--- src/csc_pkg.sv ---
// Shared types, widths and constants of the CORDIC sine/cosine pipeline.
package csc_pkg;

  // Number of micro-rotations; steps beyond the arctangent table are not run.
  localparam int unsigned ITERATIONS = 16;
  localparam int unsigned ATAN_DEPTH = 32;
  localparam int unsigned STEPS      = (ITERATIONS < ATAN_DEPTH) ? ITERATIONS : ATAN_DEPTH;
  localparam int unsigned STEP_W     = $clog2(ATAN_DEPTH);

  // Field widths at the ports.
  localparam int unsigned ANGLE_W = 18;
  localparam int unsigned OUT_W   = 18;

  // Datapath widths: vector and angle in signed Q.30.
  localparam int unsigned XY_W    = 32;
  localparam int unsigned THETA_W = 32;
  localparam int unsigned TGT_SHIFT = 14;

  // Gain 0.607259 in Q0.30 and output scaling from Q.60 to Q.16.
  localparam int unsigned GAIN_W    = 31;
  localparam logic signed [GAIN_W-1:0] GAIN_Q30 = 31'sd652039386;
  localparam int unsigned PROD_W    = XY_W + GAIN_W;
  localparam int unsigned OUT_SHIFT = 44;
  localparam logic signed [PROD_W-1:0] ROUND_HALF = PROD_W'(64'sd1 <<< (OUT_SHIFT - 1));
  localparam logic signed [PROD_W-1:0] OUT_MAX    = PROD_W'(64'sd65536);

  // Unit vector start value in Q.30.
  localparam logic signed [XY_W-1:0] X_START = XY_W'(64'sd1 <<< 30);

  // round(atan(2^-i) * 2^30)
  localparam logic signed [THETA_W-1:0] ATAN_Q30 [ATAN_DEPTH] = '{
    32'sd843314857, 32'sd497837829, 32'sd263043837, 32'sd133525159,
    32'sd67021687,  32'sd33543516,  32'sd16775851,  32'sd8388437,
    32'sd4194283,   32'sd2097149,   32'sd1048576,   32'sd524288,
    32'sd262144,    32'sd131072,    32'sd65536,     32'sd32768,
    32'sd16384,     32'sd8192,      32'sd4096,      32'sd2048,
    32'sd1024,      32'sd512,       32'sd256,       32'sd128,
    32'sd64,        32'sd32,        32'sd16,        32'sd8,
    32'sd4,         32'sd2,         32'sd1,         32'sd0
  };

  // Payload handed from cell to cell.
  typedef struct packed {
    logic signed [XY_W-1:0]    x;
    logic signed [XY_W-1:0]    y;
    logic signed [THETA_W-1:0] theta;
    logic signed [THETA_W-1:0] target;
  } csc_vec_t;

endpackage

--- src/csc_gain.sv ---
// Gain correction, rounding and saturation of the final vector.
module csc_gain (
  input  logic                              clk_i,
  input  logic                              rst_ni,
  input  logic                              vld_i,
  input  csc_pkg::csc_vec_t                 vec_i,
  output logic                              done_o,
  output logic signed [csc_pkg::OUT_W-1:0]  cosine_o,
  output logic signed [csc_pkg::OUT_W-1:0]  sine_o
);
  import csc_pkg::*;

  logic signed [PROD_W-1:0] cos_prod_q, sin_prod_q;
  logic                     prod_vld_q;
  logic signed [OUT_W-1:0]  cos_d, sin_d, cos_q, sin_q;
  logic                     done_q;

  // Round half up from Q.60 to Q.16 and clamp to plus or minus one
  function automatic logic signed [OUT_W-1:0] scale_out(input logic signed [PROD_W-1:0] p);
    logic signed [PROD_W-1:0] r;
    r = (p + ROUND_HALF) >>> OUT_SHIFT;
    if (r > OUT_MAX) begin
      r = OUT_MAX;
    end else if (r < -OUT_MAX) begin
      r = -OUT_MAX;
    end
    return r[OUT_W-1:0];
  endfunction

  // Multiply by the gain
  always_ff @(posedge clk_i) begin
    cos_prod_q <= PROD_W'(vec_i.x) * PROD_W'(GAIN_Q30);
    sin_prod_q <= PROD_W'(vec_i.y) * PROD_W'(GAIN_Q30);
  end

  always_comb begin
    cos_d = scale_out(cos_prod_q);
    sin_d = scale_out(sin_prod_q);
  end

  // Register the results
  always_ff @(posedge clk_i) begin
    cos_q <= cos_d;
    sin_q <= sin_d;
  end

  // Advance the strobe
  always_ff @(posedge clk_i or negedge rst_ni) begin
    if (!rst_ni) begin
      prod_vld_q <= 1'b0;
      done_q     <= 1'b0;
    end else begin
      prod_vld_q <= vld_i;
      done_q     <= prod_vld_q;
    end
  end

  assign done_o   = done_q;
  assign cosine_o = cos_q;
  assign sine_o   = sin_q;

endmodule

--- config.mk ---
export PLATFORM = sky130hd
export DESIGN_NAME = csc_gain
export DESIGN_NICKNAME = d
export VERILOG_FILES = /design/src/csc_pkg.sv /design/src/csc_gain.sv
export SDC_FILE = /design/constraint.sdc
export NUM_CORES = 2
export LEC_CHECK = 0
export BUFFER_PORTS_ARGS = -buffer_cell sky130_fd_sc_hd__buf_2
export CAP_MARGIN = 15
export CELL_PAD_IN_SITES_DETAIL_PLACEMENT = 0
export CELL_PAD_IN_SITES_GLOBAL_PLACEMENT = 1
export CORE_UTILIZATION = 50
export DETAILED_ROUTE_END_ITERATION = 16
export PLACE_DENSITY = 0.86
export RECOVER_POWER = 100
export SYNTH_ARGS = -nofsm -noshare
export SYNTH_HDL_FRONTEND = slang
export SYNTH_SLANG_ARGS = --single-unit
export TNS_END_PERCENT = 100
--- constraint.sdc ---
create_clock -name clk_i -period 3.9 [get_ports clk_i]
set_input_delay 0.39 -clock clk_i [delete_from_list [all_inputs] [get_ports clk_i]]
set_output_delay 0.39 -clock clk_i [all_outputs]
set_load 0.1 [all_outputs]
Word level (Yosys, flattened, before mapping)

Cells that the tools add are included.

Bits in registers: 162
Logic and storage cells: 20
Input bits: 131
Output and inout bits: 37

Mux-type cells: 2
Reduce and logical (&&, ||, !) cells: 2
Multiply operators: 2
$lt $le $gt $ge: 4
Add/sub/neg operators: 2

Operators with widths:

| kind                                                                               | number |
|---|---|
| 63-bit by 45-bit adder with 63-bit output (second input constant)                  | 2 |
| 32-bit by 30-bit multiplier with 62-bit output (second input constant)             | 2 |
| 19-bit by 18-bit greater-than comparator with 1-bit output (second input constant) | 2 |
| 19-bit by 17-bit less-than comparator with 1-bit output (second input constant)    | 2 |
| 18-bit two-way mux                                                                 | 2 |
| 2-bit OR reduction                                                                 | 2 |

Logic depth before layout (Yosys ltp)

Word-level depth: 3
Gate-level depth with buffers: 26
Depth with buffers taken out: 26

Worst setup path before layout

Ideal clock, no wire load.

Path kind: input to register
From: input port vec_i[115] in the netlist's numbering
To: register cos_prod_q[59]
Path slack: -2.677 ns
Arrival: 6.481 ns
Required time: 3.805 ns
Path buffers: 0
Stages on the path: 22
Setup time: 0.095 ns
Cells stage by stage: ha_1 > fa_1 > inv_1 > fa_1 > fa_1 > inv_1 > fa_1 > fa_1 > fa_1 > inv_1 > fa_1 > inv_1 > ha_1 > nand4_2 > o21ai_0 > o221ai_1 > a2111oi_0 > o31ai_1 > a31oi_1 > o21ai_0 > a211o_1 > o311ai_1

Word-level cells in the longest chain between the ends: 1

RTL lines:

| what                                           | RTL line       | text |
|---|---|---|
| start: declaration                             | csc_gain.sv:6  | `input csc_pkg::csc_vec_t vec_i,` |
| 32-bit by 30-bit multiplier with 62-bit output | csc_gain.sv:32 | `cos_prod_q <= PROD_W'(vec_i.x) * PROD_W'(GAIN_Q30);` |
| end signal: assignment                         | csc_gain.sv:32 |  |
| end: declaration                               | csc_gain.sv:13 | `logic signed [PROD_W-1:0] cos_prod_q, sin_prod_q;` |

No other way between the ends.
A chain may end at the register's enable or synchronous reset.

Final worst setup path

From: input port vec_i[115] in the netlist's numbering
To: register cos_prod_q[62]

Same word-level chain as after synthesis.

==> out/results.ini <==
[logic_synthesis]
yosys_warnings = 0
synth_edf_count = 0
synth-main-ff-cell = dfxtp_1
post_synth_inst_count = 3871
synthesis.area_um2 = 39500
postSynthAreaPerCell_um2 = 10.2
asyncSetResetFlopFracSynth_pct = 2.56
ys_types = 80
synth_nets = 5641
post_synthesis_sequential_area_ratio_pct = 3.98
synth-seq-cells = 78

[cells_and_area]
final_area_um2 = 49700
drive_gt1_share_pct = 24.7
insertedDiodeCount = 0
fin_nets = 6450
layout-area-overhead-vs-synth_pct = 26.0
layout.cells.non_filler = 5725

[global_route]
grt.total_usage_pct = 27.8
first_pass_grt_wire_length_mm = 172
grt_remaining_overflow = 0
grt_max_degree = 40
grt_antenna_before_repair = 1
grt_pass1_vias = 31600

[setup_path]
cp_data_required_time_ns = 4.14
crit_fanout = 4
setup.worst_path.end_class = register
launching_element_type_of_the_critical_path = input port
crit_type = in -> reg
critPathArrivalTime_ns = 6.88

[clocking]
master_cell_of_the_clock_root_buffer = clkbuf_16
ctsLongestPathBuffers = 2
tritoncts = done
clk_pin_slew_worst_paths_ns = 0.07
clock-sinks = 78
clock_latency_ns = 0.36
htree_levels = 3
cts-buffers-inserted = 9

[die]
chipHeight_um = 283
initial_utilization_pct = 50.7
die-width_um = 283
core-area_um2 = 77800
placementRows = 102
ios = 168
die_area_um2 = 80100

[job]
max_cap_viol_count = 0

[timing]
report.final.hold_viol_count = 0
min_period_ns = 6.65
fin_worst_skew_ns = 0.00900
fin_worst_hold_slack_ns = 0.126
setup_ws_post_layout_ns = -2.75
finalSetupViolCount = 40
rsz0062_at_grt = true
max_freq_ghz = 0.150
slew_at_the_pin_closest_to_its_max_slew_limit_ns = 1.19
final_count_of_pins_violating_max_slew = 0
final_min_period_over_clock_period_pct = 170
relSlewSlack_pct = 20.7

[route]
drt_pre_antenna_iters = 5
final_antenna_net_count = 0
drt-vias-per-instance = 4.99
finalWirelength_mm = 108
detail_route.iter0.violations = 1417
drc = 0
vias = 28600
wire_per_inst_um = 18.8

[place]
place.gp.congestion = 0.998
place_inst = 5678
dpl_cell_area_um2 = 47700
port_buffer_count = 103
dp_hpwl_mm = 98.4

[status]
run_status = complete, but fails checks
failing_checks = setup timing

[hold_path]
worstHoldPathType = in -> reg

-- critical path, stage by stage --
cell	delay [ns]
buf_12	0.11
ha_4	0.24
fa_1	0.52
inv_2	0.07
fa_2	0.47
fa_1	0.50
inv_2	0.04
fa_1	0.59
fa_1	0.45
fa_1	0.53
inv_2	0.04
fa_1	0.55
inv_2	0.05
ha_4	0.28
nand4_4	0.10
buf_4	0.16
o21ai_1	0.14
o221ai_2	0.16
a2111oi_4	0.47
o31ai_4	0.13
a31oi_1	0.19
buf_4	0.20
o21ba_4	0.18
o31a_1	0.18
o221ai_2	0.09
-- placed cells by master (no fill, tap or decap), types with 7 or more instances in the layout --
master        n
a21o_1       74
a21oi_1      50
a21oi_2      12
a22o_1       11
a31oi_1       7
and2_1       22
and3_1        9
buf_12       19
buf_2        15
buf_4       681
buf_6        50
clkbuf_1     40
clkbuf_16     9
dfxtp_1      76
fa_1        840
fa_2         57
ha_1        606
ha_2         34
ha_4        102
inv_1      1197
inv_2        29
nand2_1      89
nand2b_1     14
nand3_1      31
nand4_1      24
nor2_1       76
nor2_2        9
nor2b_1      17
nor3_1       17
o21a_1        7
o21ai_0      52
o21ai_1      13
o21ai_2       8
or2_2         8
xnor2_1      93
xnor2_2      14
xor2_1       99
xor2_2       13
-- timing repair --
action / in CTS / in global routing
gates resized for setup: 215 / 149
hold buffers: 1 / 0
pin swaps: 150 / 125
setup buffers: 18 / 20
endpoints found under the setup margin: 40 / 40
endpoints found under the hold margin: 2 / 0
-- synth_stat cells, types with 16 or more instances --
| master | instances | area (um^2) |
|---|---|---|
| a21o_1 | 74 | 556 |
| a21oi_1 | 66 | 330 |
| and2_1 | 23 | 144 |
| dfxtp_1 | 76 | 1520 |
| fa_1 | 897 | 18000 |
| ha_1 | 742 | 9280 |
| inv_1 | 1228 | 4610 |
| nand2_1 | 91 | 342 |
| nand2b_1 | 16 | 100 |
| nand3_1 | 35 | 175 |
| nand4_1 | 23 | 144 |
| nor2_1 | 87 | 327 |
| nor2b_1 | 17 | 106 |
| nor3_1 | 21 | 105 |
| o21ai_0 | 75 | 375 |
| xnor2_1 | 109 | 955 |
| xor2_1 | 118 | 1030 |
-- cells by family after synthesis --
kind of cell             after synthesis  synth area share [%]
AO/OA/AOI/OAI                        313                  5.24
AND/OR/NAND/NOR                      365                  4.72
buffers and inverters               1243                  11.9
XOR/XNOR                             227                  5.04
adder cells (fa/ha/maj)             1639                  69.0
flip-flops                            78                  3.98
multiplexers                           6                 0.155
-- registers in the layout, summed over array words and instances (netlist names) --
register,count
sine_o,18
sin_prod_q,20
done_o,1
cos_prod_q,20
prod_vld_q,1
cosine_o,18
-- worst paths after layout --
kind	startpoint	endpoint	slack, ns	cells after the start
min in group asynchronous	rst_ni	done_o	0.35	2
hold / removal	vld_i	prod_vld_q	0.13	1
setup reg to reg	sin_prod_q[43]	sine_o[6]	0.30	11
hold reg to reg	prod_vld_q	done_o	0.39	0
setup / recovery	vec_i[115]	cos_prod_q[62]	-2.75	25
max in group asynchronous	rst_ni	prod_vld_q	3.41	2
-- per-layer routing --
layer / share of wire, % / GRT usage, % / vias up / routed length [um]
li1: - / - / 13300 / -
met1: 43 / 37.8 / 14400 / 46300
met2: 48 / 45.8 / 744 / 51200
met3: 6.4 / 5.35 / 153 / 6830
met4: 3.0 / 6.45 / 2 / 3190
met5: 0.012 / 0 / - / 13
-- cell type report --
| type | count | area (um^2) |
|---|---|---|
| fillers | 6185 | 28100 |
| clock inverters | 7 | 73.8 |
| multi-input cells | 2550 | 35600 |
| clock buffers | 9 | 225 |
| inverters | 1228 | 4620 |
| repair buffers | 813 | 6360 |
| well taps | 1040 | 1300 |
| flip-flops and latches | 78 | 1570 |
-- per-stage QoR --
stage / util, % / TNS [ns] / setup WS [ns]
after floorplan: - / -81.84 / -2.37
after global placement: 61.3 / -136.95 / -3.81
after detailed placement: 61.3 / -138.79 / -3.81
after CTS: 63.0 / -100.67 / -2.76
after global routing: 63.9 / -109.04 / -2.98
final: 63.9 / -100.99 / -2.75
Power is not shown: default switching activity piles up to over one toggle a cycle in this logic, so the estimate is an artifact.
