[config.mk]
export PLATFORM = sky130hd
export DESIGN_NAME = csc_cell
export DESIGN_NICKNAME = d
export VERILOG_FILES = /design/src/csc_pkg.sv /design/src/csc_cell.sv
export SDC_FILE = /design/constraint.sdc
export NUM_CORES = 1
export LEC_CHECK = 0
export ABC_AREA = 1
export BUFFER_PORTS_ARGS = -buffer_cell sky130_fd_sc_hd__buf_2
export CAP_MARGIN = 25
export CELL_PAD_IN_SITES_DETAIL_PLACEMENT = 0
export CELL_PAD_IN_SITES_GLOBAL_PLACEMENT = 1
export CORE_MARGIN = 2
export CORE_UTILIZATION = 40
export DETAILED_ROUTE_END_ITERATION = 7
export PLACE_DENSITY_LB_ADDON = 0.3
export SLEW_MARGIN = 20
export SYNTH_ARGS = -nofsm -noshare
export SYNTH_HDL_FRONTEND = slang
export SYNTH_SLANG_ARGS = --single-unit
[constraint.sdc]
create_clock -name clk_i -period 0.8 [get_ports clk_i]
set_input_delay 0.16 -clock clk_i [delete_from_list [all_inputs] [get_ports clk_i]]
set_output_delay 0.16 -clock clk_i [all_outputs]
set_load 0.05 [all_outputs]
[src/csc_pkg.sv]
// Shared types, widths and constants of the CORDIC sine/cosine pipeline.
package csc_pkg;

  // Number of micro-rotations; steps beyond the arctangent table are not run.
  localparam int unsigned ITERATIONS = 16;
  localparam int unsigned ATAN_DEPTH = 32;
  localparam int unsigned STEPS      = (ITERATIONS < ATAN_DEPTH) ? ITERATIONS : ATAN_DEPTH;
  localparam int unsigned STEP_W     = $clog2(ATAN_DEPTH);

  // Field widths at the ports.
  localparam int unsigned ANGLE_W = 18;
  localparam int unsigned OUT_W   = 18;

  // Datapath widths: vector and angle in signed Q.30.
  localparam int unsigned XY_W    = 32;
  localparam int unsigned THETA_W = 32;
  localparam int unsigned TGT_SHIFT = 14;

  // Gain 0.607259 in Q0.30 and output scaling from Q.60 to Q.16.
  localparam int unsigned GAIN_W    = 31;
  localparam logic signed [GAIN_W-1:0] GAIN_Q30 = 31'sd652039386;
  localparam int unsigned PROD_W    = XY_W + GAIN_W;
  localparam int unsigned OUT_SHIFT = 44;
  localparam logic signed [PROD_W-1:0] ROUND_HALF = PROD_W'(64'sd1 <<< (OUT_SHIFT - 1));
  localparam logic signed [PROD_W-1:0] OUT_MAX    = PROD_W'(64'sd65536);

  // Unit vector start value in Q.30.
  localparam logic signed [XY_W-1:0] X_START = XY_W'(64'sd1 <<< 30);

  // round(atan(2^-i) * 2^30)
  localparam logic signed [THETA_W-1:0] ATAN_Q30 [ATAN_DEPTH] = '{
    32'sd843314857, 32'sd497837829, 32'sd263043837, 32'sd133525159,
    32'sd67021687,  32'sd33543516,  32'sd16775851,  32'sd8388437,
    32'sd4194283,   32'sd2097149,   32'sd1048576,   32'sd524288,
    32'sd262144,    32'sd131072,    32'sd65536,     32'sd32768,
    32'sd16384,     32'sd8192,      32'sd4096,      32'sd2048,
    32'sd1024,      32'sd512,       32'sd256,       32'sd128,
    32'sd64,        32'sd32,        32'sd16,        32'sd8,
    32'sd4,         32'sd2,         32'sd1,         32'sd0
  };

  // Payload handed from cell to cell.
  typedef struct packed {
    logic signed [XY_W-1:0]    x;
    logic signed [XY_W-1:0]    y;
    logic signed [THETA_W-1:0] theta;
    logic signed [THETA_W-1:0] target;
  } csc_vec_t;

endpackage

[src/csc_cell.sv]
// One CORDIC micro-rotation cell with its pipeline register.
module csc_cell (
  input  logic                     clk_i,
  input  logic                     rst_ni,
  input  logic [csc_pkg::STEP_W-1:0] step_i,
  input  logic                     vld_i,
  input  csc_pkg::csc_vec_t        vec_i,
  output logic                     vld_o,
  output csc_pkg::csc_vec_t        vec_o
);
  import csc_pkg::*;

  logic signed [XY_W-1:0] dx, dy;
  logic                   rot_up;
  csc_vec_t               vec_d, vec_q;
  logic                   vld_q;

  // Rotate toward the target by atan(2^-step)
  always_comb begin
    dx     = vec_i.y >>> step_i;
    dy     = vec_i.x >>> step_i;
    rot_up = vec_i.theta < vec_i.target;
    vec_d  = vec_i;
    if (rot_up) begin
      vec_d.theta = vec_i.theta + ATAN_Q30[step_i];
      vec_d.x     = vec_i.x - dx;
      vec_d.y     = vec_i.y + dy;
    end else begin
      vec_d.theta = vec_i.theta - ATAN_Q30[step_i];
      vec_d.x     = vec_i.x + dx;
      vec_d.y     = vec_i.y - dy;
    end
  end

  // Advance the valid flag
  always_ff @(posedge clk_i or negedge rst_ni) begin
    if (!rst_ni) begin
      vld_q <= 1'b0;
    end else begin
      vld_q <= vld_i;
    end
  end

  // Hold the rotated vector for the next cell
  always_ff @(posedge clk_i) begin
    vec_q <= vec_d;
  end

  assign vld_o = vld_q;
  assign vec_o = vec_q;

endmodule

After elaboration in Yosys (flattened, before gate mapping) --
Memories as Yosys holds them, arrays and structs flattened. Cells that the tools add are included.
Word-level totals: bits in registers 129, memory bits (read-only) 1024, bits of input ports 136, output and inout bits 129, memories kept 1
Memory list:
- (name not given) | words 32, width 32, read ports 1, clocked after Yosys merged registers in 0, write ports 0, line csc_cell.sv:29 | vec_d.theta = vec_i.theta - ATAN_Q30[step_i];
Cells by class: add/sub/neg operators 6, $lt $le $gt $ge 2, shift-type cells 2, mux-type cells 3, bitwise gates (word level) 1
Operator list (count):
- 32-bit adder | 3
- 96-bit 2-to-1 mux | 1
- 32-bit subtractor | 3
- 32-bit 2-to-1 mux | 2
- 32-bit by 5-bit >>> shifter with 32-bit output | 2
- 32-bit less-than comparator | 1
- 6-bit >= comparator, second input constant | 1
- 5-bit inverter with 6-bit output | 1

Logic depth before layout (Yosys ltp) --
Gate-level depths: netlist of the first run.
depth in word-level cells 6, mapped depth 37, gate-level depth less buffers 35

Worst setup path before layout of the first run --
Ideal clock, no wire load.
path type input-to-reg, from input port vec_i[31] (netlist name), to register vec_q (netlist bit vec_o[56]), library setup time 72 ps, arrival time 3950 ps, required time 728 ps, slack -3222 ps, stages 25, path through inv_1 -> ha_1 -> nand2_1 -> nor2_1 -> nand4_1 -> o21ba_1 -> nor2_1 -> nand2_1 -> nand2_1 -> nand2_1 -> clkbuf_1 -> clkbuf_1 -> nand2_1 -> o21ai_0 -> inv_1 -> fa_1 -> nand3b_1 -> nand2_1 -> a21oi_1 -> o21ai_0 -> a21boi_0 -> o21ai_0 -> nand2_1 -> o21ai_0 -> xor2_1
RTL lines:
- start, declared | line csc_cell.sv:7 | input csc_pkg::csc_vec_t vec_i,
- end signal, assigned | line csc_cell.sv:46 | vec_q <= vec_d;
- end, declared | line csc_cell.sv:15 | csc_vec_t vec_d, vec_q;

==> results of run 1 <==
-- cell families after synthesis --
kind of cell	Yosys count
buffers and inverters	347
adders and majority gates	140
DFF	129
xor gates and xnor gates	158
and+or+nand+nor	1405
AOI/OAI and AO/OA	312
-- power groups by stage --
stage | clock [mW] | combinational (mW) | sequential, mW
finish | 8.48 | 55.5 | 9.95
global route | 8.75 | 58.1 | 10.2
CTS | 8.48 | 46.7 | 9.76
detailed placement | 0 | 42.3 | 9.80
global placement | 0 | 41.6 | 9.76
floorplan | 0 | 17.0 | 19.0
-- metal layers --
layer	up-vias	GRT usage (%)	routed length (µm)
li1	10400	-	-
met1	10400	37.8	28500
met2	1251	59.9	37200
met3	447	4.32	5930
met4	0	15.6	5910
met5	-	0	0
-- critical path: cells and delay by family --
kind            cells  cell delay, ns
xor+xnor            2            0.20
simple gates       16            1.85
compound gates      2            0.43
fa+ha+maj           2            0.51
buf+inv             9            0.89
-- registers in the layout (all words and copies together) (netlist names) --
register  cells
vec_o       128
vld_o         1
-- timing repair --
action / 4_1_cts / 5_1_grt
setup buffers: 71 / 82
gates resized for setup: 370 / 582
endpoints found under the setup margin: 225 / 225
cloned: 8 / 4
hold endpoints to repair: 34 / 0
pin swaps: 159 / 226
hold buffers: 35 / 0
-- layout by cell type, fill, tap and decap left out, types with 37 or more instances in the layout --
cell,count
sky130_fd_sc_hd__a21oi_2,58
sky130_fd_sc_hd__nand3_2,97
sky130_fd_sc_hd__nor2_2,37
sky130_fd_sc_hd__dfxtp_1,113
sky130_fd_sc_hd__nor2_4,37
sky130_fd_sc_hd__nand2_1,576
sky130_fd_sc_hd__buf_4,788
sky130_fd_sc_hd__buf_6,74
sky130_fd_sc_hd__nand2_2,157
sky130_fd_sc_hd__inv_1,190
sky130_fd_sc_hd__buf_2,232
sky130_fd_sc_hd__ha_4,66
sky130_fd_sc_hd__inv_2,64
sky130_fd_sc_hd__nand3_1,230
sky130_fd_sc_hd__ha_1,65
sky130_fd_sc_hd__a21oi_1,50
sky130_fd_sc_hd__nand2_4,54
sky130_fd_sc_hd__nor2_1,113
sky130_fd_sc_hd__xor2_1,96
sky130_fd_sc_hd__xnor2_1,40
sky130_fd_sc_hd__o21ai_2,37
-- stage by stage --
stage	utilization (%)	cell area, µm²	std cells	power, mW	setup TNS, ns
finish	80.5	29600	4097	73.9	-269.29
global route	80.5	29600	4096	77.0	-286.75
global placement	63.2	23200	3870	51.3	-263.83
CTS	72.1	26500	4016	64.9	-250.20
detailed placement	63.2	23200	3870	52.1	-268.42
floorplan	-	16100	2491	36.0	-205.32
-- final cells by class --
type	instances	area (µm²)	area share (%)
Inverter	269	1060	3.60
Sequential cell	129	2610	8.82
Antenna cell	1	2.50	0.00847
Multi-Input combinational cell	2015	15300	51.9
Clock inverter	12	156	0.529
Tap cell	468	586	1.98
Timing Repair Buffer	1183	9350	31.6
Clock buffer	20	457	1.55
-- worst min-delay path by stage --
stage          slack (ns)        end      start  cells past startpoint
6_report             0.02  vec_o[32]  vec_i[32]                      3
5_1_grt              0.02  vec_o[32]  vec_i[32]                      3
4_1_cts              0.01  vec_o[32]  vec_i[32]                      3
3_5_place_dp        -0.06      vld_o     rst_ni                      1
3_3_place_gp        -0.06      vld_o     rst_ni                      1
2_1_floorplan       -0.14      vld_o     rst_ni                      0
==> Flow_metrics.wiki, run 1 <==
{| class="wikitable"
! Metric !! Value
|-
| Area share of and/or/nand/nor cells after synthesis || 40.2%
|-
| Highest-delay cell along the critical path || sky130_fd_sc_hd__ha_1
|-
| Gate count of the mapped netlist || 2491
|-
| Total power density per cell area || 2500 mW/mm²
|-
| Arrival @ worst endpoint || 4.07 ns
|-
| Floorplan die width || 197 µm
|-
| Top achievable clock speed || 269 MHz
|-
| Global-route wire length before repair || 102 mm
|-
| Hold slack || 0.0206 ns
|-
| Number of synthesized flops with an enable pin || 0
|-
| Tightest slew margin relative to the limit || 69.6%
|-
| Share of async-settable or async-resettable flops after synthesis || 0.775%
|-
| Critical path origin || step_i[1]
|-
| Ys flop type || sky130_fd_sc_hd__dfxtp_1
|-
| Dpl hpwl || 49.2 mm
|-
| CTS Root Cell || sky130_fd_sc_hd__clkbuf_16
|-
| Multiplexer share of the synthesized area || 0%
|-
| Global routing usage summed across all routing layers || 32.8%
|-
| Clk network pwr share || 11.5%
|-
| Crit-path max FO || 5
|-
| Number of clock sinks || 129
|-
| Clock-pin slew on the worst setup and hold paths || 0.07 ns
|-
| Compound-Gate Fraction of Synth Area || 11.8%
|-
| Sequential share of the synthesized area || 17.3%
|-
| Drt pass-1 iters || 6
|-
| Leading cell types by total area after synthesis || sky130_fd_sc_hd__nand2_1, sky130_fd_sc_hd__dfxtp_1, sky130_fd_sc_hd__nand3_1, sky130_fd_sc_hd__ha_1, sky130_fd_sc_hd__inv_1
|-
| Number of global-route vias before repair || 20900
|-
| Tightest Pin Transition || 0.455 ns
|-
| Sequential share of power || 13.5%
|-
| Detailed Route WL || 77.5 mm
|-
| Dominant cell by count in the synthesized netlist || sky130_fd_sc_hd__nand2_1
|-
| XOR/XNOR Fraction of Synth Area || 9.27%
|-
| Area of the mapped netlist || 0.0149 mm²
|-
| Leak || 15.0 nW
|-
| Average cell area after synthesis || 5.99 µm²
|-
| Maximum number of pins on one net before global-route repair || 28
|-
| Switching share of power || 49.5%
|-
| Worst min-delay path class || input pin to register
|-
| Post-synthesis register bit count || 129
|-
| Termination of the worst setup path || vec_o[125]
|-
| Launching element type of the critical path || input pin
|-
| Largest family of logic cells by synthesized area || simple AND/OR/NAND/NOR gates
|-
| Required time worst endpoint || 1.15 ns
|-
| Number of endpoints failing setup at the final stage || 225
|-
| Total nets after synthesis || 2767
|-
| P&R area growth vs syn || 98.0%
|-
| Fraction of layout instances using a drive strength above 1 || 54.9%
|-
| Number of nets in the final layout || 3891
|-
| Fraction of the cycle the final worst path needs || 465%
|-
| Final min period || 3.72 ns
|-
| Mean number of vias per cell || 5.51
|-
| Count of nets left with antenna violations after detail routing || 0
|-
| FILL cells || 2264
|-
| Commonest cells in the synthesized netlist || sky130_fd_sc_hd__nand2_1, sky130_fd_sc_hd__nand3_1, sky130_fd_sc_hd__inv_1, sky130_fd_sc_hd__nor2_1, sky130_fd_sc_hd__ha_1
|-
| Area share of fa/ha/maj cells after synthesis || 11.9%
|-
| Total core area || 0.0367 mm²
|-
| Run status || complete, but fails checks
|-
| Cell repeated most along the worst path || sky130_fd_sc_hd__nand2_2
|-
| Int Pwr || 37.3 mW
|-
| Area of the die || 0.0389 mm²
|-
| Buffer levels on the longest clock path || 2
|-
| Setup ws final || -2.92 ns
|-
| Power spent charging and discharging nets || 36.6 mW
|-
| Routed length per instance || 18.9 µm
|-
| Top-level port count || 265
|-
| Number of remaining DRC errors || 0
|-
| Number of buffers created by CTS || 17
|-
| Library cells used by synthesis || 47
|-
| I/O Buffers || 264
|-
| Capturing element type of the critical path || register
|-
| Vias || 22600
|-
| Number of maximum-capacitance constraint violations || 0
|-
| Antenna violations before repair || 0
|-
| Placer's final routability congestion estimate || 0.985
|-
| Number of failing hold endpoints at the final stage || 0
|-
| Combinational fraction of design power || 75.1%
|-
| TritonCTS clock tree || yes
|-
| Post-placement worst setup slack || -3.32 ns
|-
| Setup repair after global routing missed its margin || yes
|-
| Cell type with the largest total area after synthesis || sky130_fd_sc_hd__nand2_1
|-
| Height of the chip || 197 µm
|-
| Initial detailed-routing violation count || 1860
|-
| Number of warnings printed during yosys synthesis || 0
|-
| Starting utilization of the core area || 40.7%
|-
| Synth top area share || 19.5%
|-
| Delay of the slowest critical-path stage || 0.38 ns
|-
| Kind of critical path || input pin to register
|-
| Failing checks || setup timing
|-
| Number of max-slew violations in the final report || 0
|-
| Max VDD drop || 3.15 mV
|-
| Number of placement rows || 70
|-
| Remaining global-route overflow || 0
|-
| H-tree Lvls || 4
|}
No activity file was read; power rests on OpenSTA's default activity.
==> run 2: changes to the inputs <==
- ABC_AREA: 1 -> not set
- CORE_UTILIZATION: 40 -> 43
- SKIP_LAST_GASP: not set -> 1
- clock period: 0.8 -> 3.75 ns (I/O delays scaled with it)
==> Flow_metrics.wiki, run 2 <==
{| class="wikitable"
! Metric !! Value
|-
| Number of maximum-capacitance constraint violations || 0 (unchanged)
|-
| Number of clock sinks || 129 (unchanged)
|-
| Routed length per instance || 23.5 µm (+24%)
|-
| Setup repair after global routing missed its margin || yes
|-
| Global-route wire length before repair || 111 mm (+8.8%)
|-
| Flip-flop and latch area || 0.00259 mm² (-0.72%)
|-
| Buffer levels on the longest clock path || 2 (unchanged)
|-
| Tightest Pin Transition || 0.769 ns (+0.314 ns)
|-
| Share of the core filled with cells || 81.7% (+1.1 points)
|-
| Int Pwr || 7.76 mW (-79%)
|-
| Switching share of power || 47.8% (-1.7 points)
|-
| Number of global-route vias before repair || 20500 (-1.7%)
|-
| FILL cells || 2055 (-9.2%)
|-
| Drt pass-1 iters || 6 (unchanged)
|-
| Footprint of the multi-input gates || 0.0142 mm² (-7.5%)
|-
| Fraction of the cycle the final worst path needs || 142%
|-
| Delay of the slowest critical-path stage || 0.51 ns (+0.13 ns)
|-
| Global routing usage summed across all routing layers || 39.3% (+6.5 points)
|-
| Mean number of vias per cell || 6.08 (+10%)
|-
| Remaining global-route overflow || 0 (unchanged)
|-
| Dpl hpwl || 55.6 mm (+13%)
|-
| Sequential share of the synthesized area || 17.1% (-0.22 points)
|-
| Count of nets left with antenna violations after detail routing || 0 (unchanged)
|-
| Number of endpoints failing setup at the final stage || 83 (-63%)
|-
| Initial detailed-routing violation count || 1740 (-6.5%)
|-
| Number of max-slew violations in the final report || 0 (unchanged)
|-
| Number of buffers created by CTS || 17 (unchanged)
|-
| Combinational fraction of design power || 72.9% (-2.2 points)
|-
| Number of remaining DRC errors || 0 (unchanged)
|-
| Gate count of the mapped netlist || 1813 (-27%)
|-
| Area share of fa/ha/maj cells after synthesis || 11.7% (-0.15 points)
|-
| Crit-path max FO || 7 (+2)
|-
| Max VDD drop || 0.805 mV (-74%)
|-
| Leading cell types by total area after synthesis || sky130_fd_sc_hd__dfxtp_1, sky130_fd_sc_hd__ha_1, sky130_fd_sc_hd__mux4_2, sky130_fd_sc_hd__xnor2_1, sky130_fd_sc_hd__a21oi_1
|-
| Worst min-delay path class || input pin to asynchronous set/reset pin
|-
| Capturing element type of the critical path || register
|-
| Highest-delay cell along the critical path || sky130_fd_sc_hd__a222oi_1
|-
| Tightest slew margin relative to the limit || 48.6% (-21 points)
|-
| Antenna violations before repair || 1 (+1)
|-
| Number of synthesized flops with an enable pin || 0 (unchanged)
|-
| Floorplan die width || 191 µm (-2.9%)
|-
| Power spent charging and discharging nets || 7.10 mW (-81%)
|-
| Maximum number of pins on one net before global-route repair || 23 (-18%)
|-
| TritonCTS clock tree || yes
|-
| Cell type with the largest total area after synthesis || sky130_fd_sc_hd__dfxtp_1
|-
| Commonest cells in the synthesized netlist || sky130_fd_sc_hd__nor2_1, sky130_fd_sc_hd__a21oi_1, sky130_fd_sc_hd__ha_1, sky130_fd_sc_hd__dfxtp_1, sky130_fd_sc_hd__xnor2_1
|-
| Total core area || 0.0345 mm² (-5.9%)
|-
| CTS Root Cell || sky130_fd_sc_hd__clkbuf_16
|-
| Arrival @ worst endpoint || 5.68 ns (+1.61 ns)
|-
| Total nets after synthesis || 2089 (-25%)
|-
| XOR/XNOR Fraction of Synth Area || 9.68% (+0.40 points)
|-
| Largest family of logic cells by synthesized area || compound AO/OA/AOI/OAI gates
|-
| Placer's final routability congestion estimate || 1.13 (+15%)
|-
| Highest-count cells in the layout ignoring fill and taps || sky130_fd_sc_hd__buf_4, sky130_fd_sc_hd__buf_2, sky130_fd_sc_hd__dfxtp_1, sky130_fd_sc_hd__nor2_1, sky130_fd_sc_hd__ha_1
|-
| Number of placement rows || 68 (-2.9%)
|-
| Run status || complete, but fails checks
|-
| Final min period || 5.33 ns
|-
| Dominant cell by count in the synthesized netlist || sky130_fd_sc_hd__nor2_1
|-
| Ys flop type || sky130_fd_sc_hd__dfxtp_1
|-
| Number of warnings printed during yosys synthesis || 0 (unchanged)
|-
| Failing checks || setup timing
|-
| Height of the chip || 191 µm (-2.9%)
|-
| Number of nets in the final layout || 3286 (-16%)
|-
| Share of async-settable or async-resettable flops after synthesis || 0.775% (unchanged)
|-
| Launching element type of the critical path || input pin
|-
| Kind of critical path || input pin to register
|-
| Clk network pwr share || 13.1% (+1.6 points)
|-
| Setup ws final || -1.58 ns (+1.34 ns)
|-
| Starting utilization of the core area || 43.8% (+3.1 points)
|-
| Number of flip-flops under the largest register name || 128 (unchanged)
|-
| Area of the mapped netlist || 0.0151 mm² (+1.3%)
|-
| Library cells used by synthesis || 93 (+98%)
|-
| Cell family with most CP delay || compound AO/OA/AOI/OAI gates
|-
| Area share of and/or/nand/nor cells after synthesis || 16.0% (-24 points)
|-
| Multiplexer share of the synthesized area || 16.1% (+16 points)
|-
| Clock-pin slew on the worst setup and hold paths || 0.07 ns (about the same)
|-
| Buffers plus inverters on the worst setup path || 8 (-1)
|-
| Fraction of layout instances using a drive strength above 1 || 59.2% (+4.3 points)
|-
| Leak || 13.2 nW (-12%)
|-
| Overall power || 14.9 mW (-80%)
|-
| Area of the die || 0.0367 mm² (-5.7%)
|-
| Top-level port count || 265 (unchanged)
|-
| H-tree Lvls || 4 (unchanged)
|-
| Average cell area after synthesis || 8.34 µm² (+39%)
|-
| Top achievable clock speed || 188 MHz
|-
| Sequential share of power || 14.1% (+0.6 points)
|-
| Most common cell after layout, fill and taps aside || sky130_fd_sc_hd__buf_4
|-
| Synth top area share || 17.0% (-2.6 points)
|-
| Compound-Gate Fraction of Synth Area || 24.1% (+12 points)
|-
| Hold-fix buffers, CTS || 0 (-100%)
|-
| Vias || 21100 (-6.3%)
|-
| Detailed Route WL || 81.7 mm (+5.3%)
|-
| P&R area growth vs syn || 86.7%
|-
| I/O Buffers || 264 (unchanged)
|-
| Required time worst endpoint || 4.09 ns (+2.94 ns)
|-
| Post-synthesis register bit count || 129 (unchanged)
|-
| Total power density per cell area || 527 mW/mm² (-79%)
|-
| Number of failing hold endpoints at the final stage || 0 (unchanged)
|}
## run 2: changes by cell type in the layout (fill, tap and decap cells not counted), sizes merged, moves of 51 or more
cell | previous run | this run
xor2 | 107 | 56
inv | 269 | 92
mux4 | 0 | 60
mux2i | 0 | 52
nand3 | 362 | 34
nand2 | 789 | 101
xnor2 | 51 | 111
buf | 1143 | 1263
## run 2: logic make-up after synthesis
| family | count (synthesis) |
|---|---|
| compound gates | 544 |
| xor+xnor | 167 |
| fa+ha+maj | 140 |
| buf+inv | 182 |
| flops | 129 |
| mux | 161 |
| simple gates | 490 |
## run 2: cell type report
| type | instances | area share, % |
|---|---|---|
| antenna | 1 | 0.00887 |
| clock buffer | 19 | 1.61 |
| clock inverter | 13 | 0.710 |
| inverter | 91 | 1.34 |
| multi-input combinational | 1502 | 50.3 |
| sequential | 129 | 9.17 |
| tap | 455 | 2.02 |
| timing repair buffer | 1269 | 34.9 |
## run 2: stage by stage
| stage | worst slack (ns) | hold slack (ns) | instances | area (µm²) | setup TNS, ns |
|---|---|---|---|---|---|
| finish | -1.58 | 0.0412 | 3479 | 28200 | -80.94 |
| global route | -1.65 | 0.0318 | 3478 | 28200 | -90.48 |
| CTS | -1.23 | 0.0407 | 3397 | 26200 | -63.36 |
| detailed placement | -2.14 | 0.528 | 3252 | 23500 | -123.99 |
| global placement | -2.14 | 0.527 | 3252 | 23500 | -117.74 |
| floorplan | -1.57 | 0.454 | 1813 | 15900 | -68.44 |
## run 2: metal layers
| layer | vias to the layer above | routed length, µm | share of wire [%] | track usage [%] |
|---|---|---|---|---|
| li1 | 9223 | - | - | - |
| met4 | 0 | 6180 | 7.6 | 23.2 |
| met3 | 466 | 7180 | 8.8 | 8.00 |
| met5 | - | 0 | 0 | 0 |
| met2 | 1376 | 39600 | 49 | 68.8 |
| met1 | 10100 | 28700 | 35 | 44.1 |
## run 2: final timing paths
path | from | to | depth (start not counted) | slack, ns
max | step_i[0] | vec_o[94] | 26 | -1.58
min | rst_ni | vld_o | 1 | 0.04
max in group asynchronous | rst_ni | vld_o | 1 | 3.63
min in group clk_i | vec_i[2] | vec_o[2] | 1 | 0.38
## run 2: power by group through the flow
stage	clock, mW	combinational [mW]	sequential [mW]
after floorplan	0	3.40	4.06
after global placement	0	8.50	2.09
after detailed placement	0	8.66	2.10
after CTS	1.93	9.50	2.08
after global routing	2.01	11.3	2.12
final	1.94	10.8	2.09
## run 2: timing repair
action                                  CTS  global route
buffers inserted                        112           100
pin swaps                               132           213
gates cloned                              6             3
endpoints found under the setup margin   84            85
resized for setup                       252           271
